==> src/hdl/itc_pkg.sv <==
// Shared types and constants for the iron temperature conditioner.
package itc_pkg;

    // Linearization breakpoints (ADC codes) and the temperature at code zero
    localparam int SEG_A    = 1212;
    localparam int SEG_B    = 1696;
    localparam int SEG_C    = 2181;
    localparam int COLD_DEG = 21;

    // Divisor width: the widest segment span is below 2^11
    localparam int DEN_W = 11;
    // Magnitude width of a temperature difference
    localparam int DY_W  = 10;

    localparam logic [10:0] PWM_OFF    = 11'd1999;
    localparam logic [10:0] HEAT_LIMIT = 11'd180;
    localparam logic [9:0]  ERR_LIMIT  = 10'd500;
    localparam logic [9:0]  TEMP_MAX   = 10'd1023;

    // Configuration register indexes
    localparam logic [2:0] CFG_SET_TEMP   = 3'd0;
    localparam logic [2:0] CFG_SLEEP_TEMP = 3'd1;
    localparam logic [2:0] CFG_BOOST_TEMP = 3'd2;
    localparam logic [2:0] CFG_CAL_LOW    = 3'd3;
    localparam logic [2:0] CFG_CAL_MID    = 3'd4;
    localparam logic [2:0] CFG_CAL_HIGH   = 3'd5;
    localparam logic [2:0] CFG_SHIFT      = 3'd6;
    localparam logic [2:0] CFG_BEEP_EN    = 3'd7;

    // Status codes
    localparam logic [2:0] STS_ERROR   = 3'd0;
    localparam logic [2:0] STS_OFF     = 3'd1;
    localparam logic [2:0] STS_SLEEP   = 3'd2;
    localparam logic [2:0] STS_BOOST   = 3'd3;
    localparam logic [2:0] STS_WORKING = 3'd4;
    localparam logic [2:0] STS_HEATING = 3'd5;
    localparam logic [2:0] STS_HOLDING = 3'd6;

    typedef struct packed {
        logic [8:0] set_temp;
        logic [8:0] sleep_temp;
        logic [7:0] boost_temp;
        logic [9:0] cal_low;
        logic [9:0] cal_mid;
        logic [9:0] cal_high;
        logic [2:0] smooth_shift;
        logic       beep_on;
    } t_cfg;

    typedef enum logic [2:0] {
        S_IDLE,
        S_FILT,
        S_SEG,
        S_MUL,
        S_RCP,
        S_CUR,
        S_FIN
    } t_state;

    typedef struct packed {
        logic load_in;   // capture the input item
        logic filt;      // update the smoothing filter
        logic seg;       // pick the segment, register operands
        logic mul;       // multiply dx by dy magnitude
        logic rcp_mul;   // scale by the segment reciprocal
        logic cur;       // sign, offset and saturate
        logic commit;    // update state and load the output register
    } t_cmd;

    typedef struct packed {
        logic out_free;  // output register can take a result this cycle
    } t_sts;

endpackage

==> src/hdl/itc_cfg.sv <==
// Configuration register bank for the iron temperature conditioner.
module itc_cfg (
    input  logic            i_clk,
    input  logic            i_rst_n,
    input  logic            i_cfg_valid,
    input  logic [2:0]      i_cfg_index,
    input  logic [9:0]      i_cfg_data,
    output itc_pkg::t_cfg   o_cfg
);

    itc_pkg::t_cfg r_cfg;

    always_ff @(posedge i_clk) begin
        if (!i_rst_n) begin
            r_cfg.set_temp     <= 9'd320;
            r_cfg.sleep_temp   <= 9'd150;
            r_cfg.boost_temp   <= 8'd50;
            r_cfg.cal_low      <= 10'd200;
            r_cfg.cal_mid      <= 10'd280;
            r_cfg.cal_high     <= 10'd360;
            r_cfg.smooth_shift <= 3'd4;
            r_cfg.beep_on      <= 1'b1;
        end else if (i_cfg_valid) begin
            case (i_cfg_index)
                itc_pkg::CFG_SET_TEMP:   r_cfg.set_temp     <= i_cfg_data[8:0];
                itc_pkg::CFG_SLEEP_TEMP: r_cfg.sleep_temp   <= i_cfg_data[8:0];
                itc_pkg::CFG_BOOST_TEMP: r_cfg.boost_temp   <= i_cfg_data[7:0];
                itc_pkg::CFG_CAL_LOW:    r_cfg.cal_low      <= i_cfg_data;
                itc_pkg::CFG_CAL_MID:    r_cfg.cal_mid      <= i_cfg_data;
                itc_pkg::CFG_CAL_HIGH:   r_cfg.cal_high     <= i_cfg_data;
                itc_pkg::CFG_SHIFT:      r_cfg.smooth_shift <= i_cfg_data[2:0];
                itc_pkg::CFG_BEEP_EN:    r_cfg.beep_on      <= i_cfg_data[0];
                default: ;
            endcase
        end
    end

    assign o_cfg = r_cfg;

endmodule

==> src/hdl/itc_ctrl.sv <==
// Sequencing state machine for the iron temperature conditioner.
module itc_ctrl (
    input  logic            i_clk,
    input  logic            i_rst_n,
    input  logic            i_valid,
    output logic            o_ready,
    input  itc_pkg::t_sts   i_sts,
    output itc_pkg::t_cmd   o_cmd
);

    itc_pkg::t_state r_state, n_state;

    always_ff @(posedge i_clk) begin
        if (!i_rst_n) begin
            r_state <= itc_pkg::S_IDLE;
        end else begin
            r_state <= n_state;
        end
    end

    // next state
    always_comb begin
        n_state = r_state;
        case (r_state)
            itc_pkg::S_IDLE: begin
                if (i_valid) n_state = itc_pkg::S_FILT;
            end
            itc_pkg::S_FILT: n_state = itc_pkg::S_SEG;
            itc_pkg::S_SEG:  n_state = itc_pkg::S_MUL;
            itc_pkg::S_MUL:  n_state = itc_pkg::S_RCP;
            itc_pkg::S_RCP:  n_state = itc_pkg::S_CUR;
            itc_pkg::S_CUR:  n_state = itc_pkg::S_FIN;
            itc_pkg::S_FIN: begin
                if (i_sts.out_free) n_state = itc_pkg::S_IDLE;
            end
            default: n_state = itc_pkg::S_IDLE;
        endcase
    end

    // outputs
    always_comb begin
        o_cmd   = '0;
        o_ready = 1'b0;
        case (r_state)
            itc_pkg::S_IDLE: begin
                o_ready       = 1'b1;
                o_cmd.load_in = i_valid;
            end
            itc_pkg::S_FILT: o_cmd.filt    = 1'b1;
            itc_pkg::S_SEG:  o_cmd.seg     = 1'b1;
            itc_pkg::S_MUL:  o_cmd.mul     = 1'b1;
            itc_pkg::S_RCP:  o_cmd.rcp_mul = 1'b1;
            itc_pkg::S_CUR:  o_cmd.cur     = 1'b1;
            itc_pkg::S_FIN:  o_cmd.commit  = i_sts.out_free;
            default: ;
        endcase
    end

endmodule

==> src/hdl/itc_dp.sv <==
// Datapath: filter, segment interpolation by reciprocal multiply, mode logic.
module itc_dp #(
    parameter int ADC_BITS  = 12,
    parameter int FRAC_BITS = 8
) (
    input  logic                i_clk,
    input  logic                i_rst_n,
    input  itc_pkg::t_cmd       i_cmd,
    output itc_pkg::t_sts       o_sts,
    input  itc_pkg::t_cfg       i_cfg,
    input  logic [ADC_BITS-1:0] i_adc_code,
    input  logic                i_off_mode,
    input  logic                i_sleep_mode,
    input  logic                i_boost_mode,
    input  logic                i_ready,
    output logic                o_valid,
    output logic [9:0]          o_current_temp,
    output logic [9:0]          o_shown_temp,
    output logic [9:0]          o_target_temp,
    output logic [10:0]         o_heater_compare,
    output logic                o_working,
    output logic                o_beep_pulse,
    output logic [2:0]          o_status
);

    localparam int FW    = ADC_BITS + FRAC_BITS;
    localparam int MW    = ADC_BITS + itc_pkg::DY_W;
    localparam int DEN_W = itc_pkg::DEN_W;
    localparam int XW    = 17;  // holds any raw code and every breakpoint
    // Reciprocal ceil(2^KSH / span): exact floor quotient for any MW-bit product,
    // since the rounding excess stays below the span, which is below 2^DEN_W.
    localparam int KSH   = MW + DEN_W;
    localparam int RW    = KSH - 8;   // every span exceeds 2^8
    localparam int PW    = MW + RW;
    localparam int QW    = PW - KSH;
    localparam longint ONE_K   = longint'(1) << KSH;
    localparam longint SPAN_0A = longint'(itc_pkg::SEG_A);
    localparam longint SPAN_AB = longint'(itc_pkg::SEG_B - itc_pkg::SEG_A);
    localparam longint SPAN_BC = longint'(itc_pkg::SEG_C - itc_pkg::SEG_B);
    localparam logic [RW-1:0] RCP_0A = RW'((ONE_K + SPAN_0A - 1) / SPAN_0A);
    localparam logic [RW-1:0] RCP_AB = RW'((ONE_K + SPAN_AB - 1) / SPAN_AB);
    localparam logic [RW-1:0] RCP_BC = RW'((ONE_K + SPAN_BC - 1) / SPAN_BC);

    // input item
    logic [ADC_BITS-1:0] r_code;
    logic                r_off, r_sleep, r_boost;

    // persistent state
    logic [FW-1:0] r_filt;
    logic          r_loaded;
    logic [9:0]    r_disp;
    logic [9:0]    r_prev_tgt;
    logic          r_in_range;
    logic          r_armed;

    // operands and products
    logic [ADC_BITS-1:0]  r_dx;
    logic [9:0]           r_dy_mag;
    logic                 r_neg;
    logic [9:0]           r_y0;
    logic [RW-1:0]        r_rcp;
    logic [MW-1:0]        r_prod;
    logic [PW-1:0]        r_scaled;
    logic [9:0]           r_cur;

    // output register
    logic        r_out_valid;
    logic [9:0]  r_o_cur, r_o_shown, r_o_tgt;
    logic [10:0] r_o_cmp;
    logic        r_o_work, r_o_beep;
    logic [2:0]  r_o_sts;

    // ---------------- filter
    logic [FW-1:0]      sample;
    logic signed [FW:0] diff, step, filt_sum;

    always_comb begin
        sample   = {r_code, {FRAC_BITS{1'b0}}};
        diff     = $signed({1'b0, sample}) - $signed({1'b0, r_filt});
        step     = diff >>> i_cfg.smooth_shift;
        filt_sum = $signed({1'b0, r_filt}) + step;
    end

    // ---------------- segment select
    logic [XW-1:0]       raw_x, x0;
    logic [9:0]          y0, y1;
    logic [RW-1:0]       rcp;
    logic signed [10:0]  dy;
    logic [XW-1:0]       dx_full;

    always_comb begin
        raw_x = XW'(r_filt[FW-1:FRAC_BITS]);
        if (raw_x < XW'(itc_pkg::SEG_A)) begin
            x0  = '0;
            y0  = 10'(itc_pkg::COLD_DEG);
            y1  = i_cfg.cal_low;
            rcp = RCP_0A;
        end else if (raw_x < XW'(itc_pkg::SEG_B)) begin
            x0  = XW'(itc_pkg::SEG_A);
            y0  = i_cfg.cal_low;
            y1  = i_cfg.cal_mid;
            rcp = RCP_AB;
        end else begin
            x0  = XW'(itc_pkg::SEG_B);
            y0  = i_cfg.cal_mid;
            y1  = i_cfg.cal_high;
            rcp = RCP_BC;
        end
        dx_full = raw_x - x0;
        dy      = $signed({1'b0, y1}) - $signed({1'b0, y0});
    end

    // ---------------- sign, offset, saturation
    logic [QW-1:0]        q_mag;
    logic signed [MW+1:0] q_s, cur_sum;
    logic [9:0]           cur_sat;

    always_comb begin
        q_mag   = r_scaled[PW-1:KSH];
        q_s     = r_neg ? -$signed((MW + 2)'(q_mag)) : $signed((MW + 2)'(q_mag));
        cur_sum = q_s + $signed((MW + 2)'(r_y0));
        if (cur_sum < 0)
            cur_sat = '0;
        else if (cur_sum > $signed((MW + 2)'(itc_pkg::TEMP_MAX)))
            cur_sat = itc_pkg::TEMP_MAX;
        else
            cur_sat = cur_sum[9:0];
    end

    // ---------------- display, range, mode
    logic [9:0]  disp_a, disp_b, d_dc, d_ap, d_sc, tgt;
    logic        in_rng, pulse;
    logic [10:0] cmp;
    logic [2:0]  sts;

    function automatic logic [9:0] absdiff(input logic [9:0] a, input logic [9:0] b);
        absdiff = (a > b) ? a - b : b - a;
    endfunction

    always_comb begin
        d_dc   = absdiff(r_disp, r_cur);
        disp_a = (r_disp != r_prev_tgt || d_dc > 10'd5) ? r_cur : r_disp;
        d_ap   = absdiff(disp_a, r_prev_tgt);
        disp_b = (d_ap <= 10'd1) ? r_prev_tgt : disp_a;

        d_sc   = absdiff({1'b0, i_cfg.set_temp}, r_cur);
        in_rng = d_sc < 10'd5;
        pulse  = in_rng && !r_in_range && r_armed && i_cfg.beep_on;

        if (r_off)
            tgt = '0;
        else if (r_sleep)
            tgt = {1'b0, i_cfg.sleep_temp};
        else if (r_boost)
            tgt = {1'b0, i_cfg.set_temp} + {2'b00, i_cfg.boost_temp};
        else
            tgt = {1'b0, i_cfg.set_temp};

        cmp = (r_cur < tgt) ? 11'd0 : itc_pkg::PWM_OFF;

        if (disp_b > itc_pkg::ERR_LIMIT)  sts = itc_pkg::STS_ERROR;
        else if (r_off)                   sts = itc_pkg::STS_OFF;
        else if (r_sleep)                 sts = itc_pkg::STS_SLEEP;
        else if (r_boost)                 sts = itc_pkg::STS_BOOST;
        else if (in_rng)                  sts = itc_pkg::STS_WORKING;
        else if (cmp < itc_pkg::HEAT_LIMIT) sts = itc_pkg::STS_HEATING;
        else                              sts = itc_pkg::STS_HOLDING;
    end

    // ---------------- operand and work registers
    always_ff @(posedge i_clk) begin
        if (i_cmd.load_in) begin
            r_code  <= i_adc_code;
            r_off   <= i_off_mode;
            r_sleep <= i_sleep_mode;
            r_boost <= i_boost_mode;
        end
        if (i_cmd.seg) begin
            r_dx     <= dx_full[ADC_BITS-1:0];
            r_neg    <= dy[10];
            r_dy_mag <= dy[10] ? 10'(-dy) : dy[9:0];
            r_y0     <= y0;
            r_rcp    <= rcp;
        end
        if (i_cmd.mul) r_prod <= MW'(r_dx) * MW'(r_dy_mag);
        if (i_cmd.rcp_mul) r_scaled <= PW'(r_prod) * PW'(r_rcp);
        if (i_cmd.cur) r_cur <= cur_sat;
    end

    // ---------------- persistent state
    always_ff @(posedge i_clk) begin
        if (!i_rst_n) begin
            r_filt     <= '0;
            r_loaded   <= 1'b0;
            r_disp     <= '0;
            r_prev_tgt <= '0;
            r_in_range <= 1'b1;
            r_armed    <= 1'b1;
        end else begin
            if (i_cmd.filt) begin
                r_filt   <= r_loaded ? filt_sum[FW-1:0] : sample;
                r_loaded <= 1'b1;
            end
            if (i_cmd.commit) begin
                r_disp     <= disp_b;
                r_prev_tgt <= tgt;
                r_in_range <= in_rng;
                if (in_rng) r_armed <= 1'b0;
            end
        end
    end

    // ---------------- output register
    always_ff @(posedge i_clk) begin
        if (!i_rst_n) begin
            r_out_valid <= 1'b0;
        end else if (i_cmd.commit) begin
            r_out_valid <= 1'b1;
        end else if (i_ready) begin
            r_out_valid <= 1'b0;
        end
    end

    always_ff @(posedge i_clk) begin
        if (i_cmd.commit) begin
            r_o_cur   <= r_cur;
            r_o_shown <= disp_b;
            r_o_tgt   <= tgt;
            r_o_cmp   <= cmp;
            r_o_work  <= in_rng;
            r_o_beep  <= pulse;
            r_o_sts   <= sts;
        end
    end

    assign o_sts.out_free  = !r_out_valid || i_ready;
    assign o_valid         = r_out_valid;
    assign o_current_temp  = r_o_cur;
    assign o_shown_temp    = r_o_shown;
    assign o_target_temp   = r_o_tgt;
    assign o_heater_compare = r_o_cmp;
    assign o_working       = r_o_work;
    assign o_beep_pulse    = r_o_beep;
    assign o_status        = r_o_sts;

endmodule

==> src/hdl/iron_temperature_conditioner.sv <==
// An accepted item passes through the registered steps filter, segment select,
// product, reciprocal scale and saturate, then commits to the output register;
// a held result stalls the commit step. No new item is taken until the commit.
// A finished result waits in the output register while the next item is taken.
// Reset (synchronous, active low): idle, filter unloaded, display and previous
// setpoint zero, range flag and beep arming set, registers at default values.
module iron_temperature_conditioner #(
    parameter int ADC_BITS  = 12,
    parameter int FRAC_BITS = 8
) (
    input  logic                i_clk,
    input  logic                i_rst_n,
    input  logic                i_valid,
    output logic                o_ready,
    input  logic [ADC_BITS-1:0] i_adc_code,
    input  logic                i_off_mode,
    input  logic                i_sleep_mode,
    input  logic                i_boost_mode,
    output logic                o_valid,
    input  logic                i_ready,
    output logic [9:0]          o_current_temp,
    output logic [9:0]          o_shown_temp,
    output logic [9:0]          o_target_temp,
    output logic [10:0]         o_heater_compare,
    output logic                o_working,
    output logic                o_beep_pulse,
    output logic [2:0]          o_status,
    input  logic                i_cfg_valid,
    output logic                o_cfg_ready,
    input  logic [2:0]          i_cfg_index,
    input  logic [9:0]          i_cfg_data
);

    itc_pkg::t_cfg cfg;
    itc_pkg::t_cmd cmd;
    itc_pkg::t_sts sts;

    assign o_cfg_ready = 1'b1;

    itc_cfg u_cfg (
        .i_clk       (i_clk),
        .i_rst_n     (i_rst_n),
        .i_cfg_valid (i_cfg_valid),
        .i_cfg_index (i_cfg_index),
        .i_cfg_data  (i_cfg_data),
        .o_cfg       (cfg)
    );

    itc_ctrl u_ctrl (
        .i_clk   (i_clk),
        .i_rst_n (i_rst_n),
        .i_valid (i_valid),
        .o_ready (o_ready),
        .i_sts   (sts),
        .o_cmd   (cmd)
    );

    itc_dp #(
        .ADC_BITS  (ADC_BITS),
        .FRAC_BITS (FRAC_BITS)
    ) u_dp (
        .i_clk            (i_clk),
        .i_rst_n          (i_rst_n),
        .i_cmd            (cmd),
        .o_sts            (sts),
        .i_cfg            (cfg),
        .i_adc_code       (i_adc_code),
        .i_off_mode       (i_off_mode),
        .i_sleep_mode     (i_sleep_mode),
        .i_boost_mode     (i_boost_mode),
        .i_ready          (i_ready),
        .o_valid          (o_valid),
        .o_current_temp   (o_current_temp),
        .o_shown_temp     (o_shown_temp),
        .o_target_temp    (o_target_temp),
        .o_heater_compare (o_heater_compare),
        .o_working        (o_working),
        .o_beep_pulse     (o_beep_pulse),
        .o_status         (o_status)
    );

endmodule

==> config.mk <==
export PLATFORM = sky130hd
export DESIGN_NAME = iron_temperature_conditioner
export DESIGN_NICKNAME = d
export VERILOG_FILES = /design/src/hdl/itc_pkg.sv /design/src/hdl/itc_cfg.sv /design/src/hdl/itc_ctrl.sv /design/src/hdl/itc_dp.sv /design/src/hdl/iron_temperature_conditioner.sv
export SDC_FILE = /design/constraint.sdc
export NUM_CORES = 2
export LEC_CHECK = 0
export ABC_AREA = 1
export BUFFER_PORTS_ARGS = -buffer_cell sky130_fd_sc_hd__buf_2
export CAP_MARGIN = 40
export CORE_UTILIZATION = 60
export DETAILED_ROUTE_END_ITERATION = 10
export GPL_ROUTABILITY_DRIVEN = 0
export PLACE_DENSITY = 0.8
export RECOVER_POWER = 25
export REMOVE_ABC_BUFFERS = 1
export SLEW_MARGIN = 20
export SYNTH_ARGS = -nofsm -noshare
export SYNTH_HDL_FRONTEND = slang
export SYNTH_SLANG_ARGS = --single-unit
==> constraint.sdc <==
create_clock -name i_clk -period 5.8 [get_ports i_clk]
set_clock_uncertainty 0.2 [all_clocks]
set_input_delay 0.58 -clock i_clk [delete_from_list [all_inputs] [get_ports i_clk]]
set_output_delay 0.58 -clock i_clk [all_outputs]
set_load 0.02 [all_outputs]
* Word level (Yosys, flattened, before mapping)
Index checks and enable logic that the tools add are counted.
** Operators by class
- $add $sub $neg :: 14
- $mul :: 2
- Divide/modulo/power cells :: 0
- $lt $le $gt $ge :: 13
- Equality and inequality tests :: 16
- Shift operators :: 1
- Multiplexer cells :: 38
- Bitwise operators :: 0
- Reductions and logical operators :: 22
** Operators with widths (count)
- $mux W10 :: 15
- $mul A22 B25 Y47 :: 1
- $sub A10 B10 Y10 :: 4
- $add A24 B11 Y24 :: 1
- $gt A24 B11 Y1 const B :: 1
- $lt A12 B11 Y1 const B :: 2
- $lt A24 B1 Y1 const B :: 1
- $mux W24 :: 1
- $neg A14 Y24 :: 1
- $mul A12 B10 Y22 :: 1
- $mux W11 :: 2
- $eq A3 B3 Y1 const B :: 7
- $pmux W3 S7 :: 1
- $sshr A21 B3 Y20 :: 1
- $sub A20 B20 Y21 :: 1
- $add A20 B20 Y20 :: 1
- $gt A10 B10 Y1 :: 2
- $mux W20 :: 1
- $reduce_and A2 Y1 :: 10
- $mux W16 :: 1
- $eq A3 B2 Y1 const B :: 4
- $sub A12 B12 Y12 :: 1
- $lt A11 B8 Y1 const B :: 1
- $mux W1 :: 11
- other kinds (24) :: 34
** Storage, ports and cells
- Register bits :: 305
- Latch bits :: 0
- RAM bits :: 0
- ROM bits :: 0
- Input bits :: 33
- Output and inout bits :: 49
- Memories kept :: 0

* Depth between registers and ports, before layout
- Depth in word-level cells :: 12
- Mapped depth :: 44
- Depth with buffers taken out :: 43

* Modules after synthesis
A second synthesis with hierarchy kept.
** Second synthesis, totals
- Cells, all modules :: 4585
- Area, all modules :: 35972.0 µm²
** Modules (own cells, without submodules)
- itc_dp :: times used 1, cells each 4219, area each 33447.1 µm², sequential area each 4934.7 µm²
- itc_cfg :: times used 1, cells each 330, area each 2327.2 µm², sequential area each 1201.2 µm²
- itc_ctrl :: times used 1, cells each 34, area each 186.4 µm², sequential area each 60.1 µm²
- iron_temperature_conditioner :: times used 1, cells each 2, area each 11.3 µm², sequential area each 0.0 µm²

* Worst setup path after synthesis
Ideal clock, no wire load.
- Path type :: reg-to-reg
- Start :: register u_dp.r_rcp[15]
- End :: register u_dp.r_scaled[39] (data pin)
- Setup time :: 0.265 ns
- Arrival time :: 5.875 ns
- Data required time :: 5.335 ns
- Setup slack :: -0.540 ns
- Stages on the path, launching flop included :: 25
- Path buffers :: 1
- Clock period less this slack :: 6.340 ns
- Cell sequence :: edfxtp_1 > clkbuf_1 > nand2_1 > fa_1 > inv_1 > fa_1 > inv_1 > fa_1 > fa_1 > fa_1 > inv_1 > fa_1 > inv_1 > fa_1 > inv_1 > ha_1 > nand2_1 > nor2_1 > inv_1 > nor2_1 > a221oi_1 > o21ai_0 > a211oi_1 > o211ai_1 > xor2_1
** Between the ends
- Cells in the longest elaborated chain, start to end :: 1
** RTL lines
- start, declared :: RTL line itc_dp.sv:61 : logic [RW-1:0] r_rcp;
- start signal, assigned :: RTL line itc_dp.sv:183 : r_rcp <= rcp;
- $mul A22 B25 Y47 :: RTL line itc_dp.sv:186 : if (i_cmd.rcp_mul) r_scaled <= PW'(r_prod) * PW'(r_rcp);
- end signal, assigned :: RTL line itc_dp.sv:186
- end, declared :: RTL line itc_dp.sv:63 : logic [PW-1:0] r_scaled;
No other way between the ends.
A chain may end at the register's enable or synchronous reset.

* Worst setup path after layout
- Start :: register u_dp.r_rcp[15]
- End :: register u_dp.r_scaled[42] (data pin)
The elaborated chain is that of the path after synthesis.

==> metrics.txt <==
status finished with violations; failing checks max-capacitance violations, max-slew violations, negative setup slack; Filler cells approximately 4200; FMAX between 0.1 and 0.15 GHz; Placed Cells approximately 5400; Hold Path Origin i_cfg_data[9]; Register-to-Register Path Depth 26; Starting Density 0.6064; WS Path Type flop to flop; Synth Register Bits around 240; worst-path fanout max 7; asr flop ratio synth 0; Worst setup SP type flop; initial antenna violation count 1; main flop type after synthesis edfxtp_1; # Max-Cap Violations 2; port bufs slightly below 80; Worst Hold Path EP u_cfg.o_cfg[13]$_SDFFE_PN0P_; Slew headroom -0.8120; DRT antenna net count 0; Setup-failing EPs final 14; Die Area roughly 60000 um^2; CP peak stage delay around 0.57 ns; Iter 0 DRT Violations approximately 2800; largest net degree at the start of global routing 74; reg2reg end u_dp.r_scaled[42]$_DFFE_PP_; CP Launch Point u_dp.r_rcp[15]$_SDFFCE_PP0P_; CTS max path bufs 3; WP data arrival 7.01 ns; commonest non-fill, non-tap cell in the layout inv_1; Syn Area/Cell between 8 and 9 um^2; worst slack, placed -0.8762 ns; worst-margin pin slew ~2.7 ns; EDFF count, synth around 140; most frequent cells in the layout 1011 x inv_1, 787 x nand2_1, 412 x ha_1, 404 x fa_1, 335 x buf_4; final core occ 0.7070; Routed WL a little over 100000 um; min-delay worst type input pin to flop; sequential fraction of the synthesis area 0.1774; vias in the first global route approximately 32000; Die Wd between 200 and 250 um; Final Hold Vio Count 0; Syn Inst Count approximately 4300; total number of vias between 30000 and 40000; total core area approximately 58000 um^2; post-DR wirelength/cell ~19 um; worst skew pair latency about 0.59 ns; die height around 240 um; # DRC 0; Unique masters post-synth 65; Inserted Clock Buffers 29; fin crit share 1.184; first-pass GRT wire length 159000 um; CTS tree built; H-tree Lvls 1; post-synthesis cell area 34920 um^2; Final HPWL DP approximately 80000 um; Diodes inserted 0; Nets around 5600; slack of the critical path -1.069 ns; Placed Area 38360 um^2; Yosys warnings 0; row count 88; # clock sinks about 240; final-report max-slew violation count slightly below 100; slowest library cell on the worst path fa_2; area grow syn2layout 16.61%; Clk pin slew, worst setup/hold paths 0.07 ns; Finished Layout Cells ~5500; Critical R2R Launch u_dp.r_rcp[15]$_SDFFCE_PP0P_; RSZ-0062 raised after global routing yes; Clk Tree Root Cell clkbuf_16; Tot GR Track Use 0.3372; Vias per Instance ~5.7; layout cells sized above 1 0.1507; Critical Path End Type flop; final worst path period need between 6 and 7 ns; design area 40720 um^2; num ports 82; DRT Pass-1 Iters 6; R2R Setup Slk -1.07 ns; required time of the critical path around 5.9 ns; grt ovf 0; Min-Delay Path Depth 3
## routing by layer
layer | vias up | global-route usage | wire [um]
met5 | - | 0 | 0
met4 | 0 | 0.1796 | 7204
met3 | 516 | 0.05540 | 8820
met2 | 1624 | 0.5695 | 48510
met1 | 14790 | 0.4124 | 38590
li1 | 14350 | - | -
## registers in the layout (all words and copies together) (netlist names), 3 cells and up
register,cells
u_dp.r_disp,10
u_dp.r_filt,20
u_dp.o_shown_temp,10
u_dp.r_prod,22
u_ctrl.r_state,3
u_dp.r_dx,12
u_dp.o_current_temp,10
u_dp.r_y0,10
u_dp.r_cur,10
u_dp.o_target_temp,10
u_dp.o_status,3
u_cfg.o_cfg,60
u_dp.r_dy_mag,10
u_dp.r_prev_tgt,10
u_dp.r_scaled,14
u_dp.r_code,12
u_dp.r_rcp,5
## cells by family (layout without fill, tap and decap cells)
| kind of cell | count (synthesis) | count (layout) | synth area share |
|---|---|---|---|
| and+or+nand+nor | 1354 | 1354 | 0.1611 |
| other | 2 | 3 | 0.0002151 |
| muxes | 4 | 4 | 0.001147 |
| buffers and inverters | 1149 | 1559 | 0.1258 |
| DFF | 242 | 242 | 0.1774 |
| xor gates and xnor gates | 125 | 125 | 0.03135 |
| AOI/OAI and AO/OA | 582 | 582 | 0.09270 |
| adders and majority gates | 883 | 883 | 0.4101 |
## what timing repair did
item,in CTS,in global routing
endpoints found under the hold margin,15,0
pin swaps,44,38
endpoints found under the setup margin,14,38
cloned,0,1
hold buffers,15,0
resized for setup,134,128
setup buffers,11,20
## how the worst max path moves through the flow
stage	to	slack, ns
3_5_place_dp	u_dp.r_scaled[44]$_DFFE_PP_	-0.88
5_1_grt	u_dp.r_scaled[42]$_DFFE_PP_	-1.15
3_3_place_gp	u_dp.r_scaled[45]$_DFFE_PP_	-0.73
2_1_floorplan	u_dp.r_scaled[39]$_DFFE_PP_	-0.61
6_report	u_dp.r_scaled[42]$_DFFE_PP_	-1.07
4_1_cts	u_dp.r_scaled[45]$_DFFE_PP_	-0.72
## synthesized netlist by cell type (all sizes together), types with 16 or more instances
cell type,instances,area [um^2]
o21ai,202,1015
a31oi,16,100.1
fa,436,8728
ha,447,5593
nor3,24,125.1
xor2,88,770.7
nand3,185,943.4
nand4,32,206.5
xnor2,37,324.1
nor4,16,106.4
o211ai,31,232.7
buf,30,188.9
clkbuf,70,266.5
nand2,834,3181
inv,1042,3911
a21oi,254,1275
dfxtp,107,2142
edfxtp,135,4054
nor2,243,929.6
## layout make-up
type / count / area, um^2 / area share
sequential: 242 / 6196 / 0.1522
clock buffer: 37 / 765.7 / 0.01881
multi-input combinational: 2951 / 25390 / 0.6236
clock inverter: 17 / 148.9 / 0.003657
timing repair buffer: 456 / 3317 / 0.08147
tap: 765 / 957.2 / 0.02351
inverter: 1049 / 3939 / 0.09674
## through the flow
stage | setup TNS [ns] | hold WS [ns]
floorplan | -5.610 | 0.2187
global placement | -9.513 | 0.2293
detailed placement | -11.10 | 0.2358
CTS | -8.596 | 0.04944
global route | -14.77 | 0.09192
finish | -11.86 | 0.06667
## worst max-delay path, delay by kind of cell, from the launching register on
family	cells	cell delay (ns)
fa+ha+maj	8	3.67
simple gates	7	0.87
compound gates	2	0.33
xor+xnor	1	0.14
flops	1	0.43
buf+inv	8	0.99
Power is not shown: default switching activity piles up to over one toggle a cycle in this logic, so the estimate is an artifact.
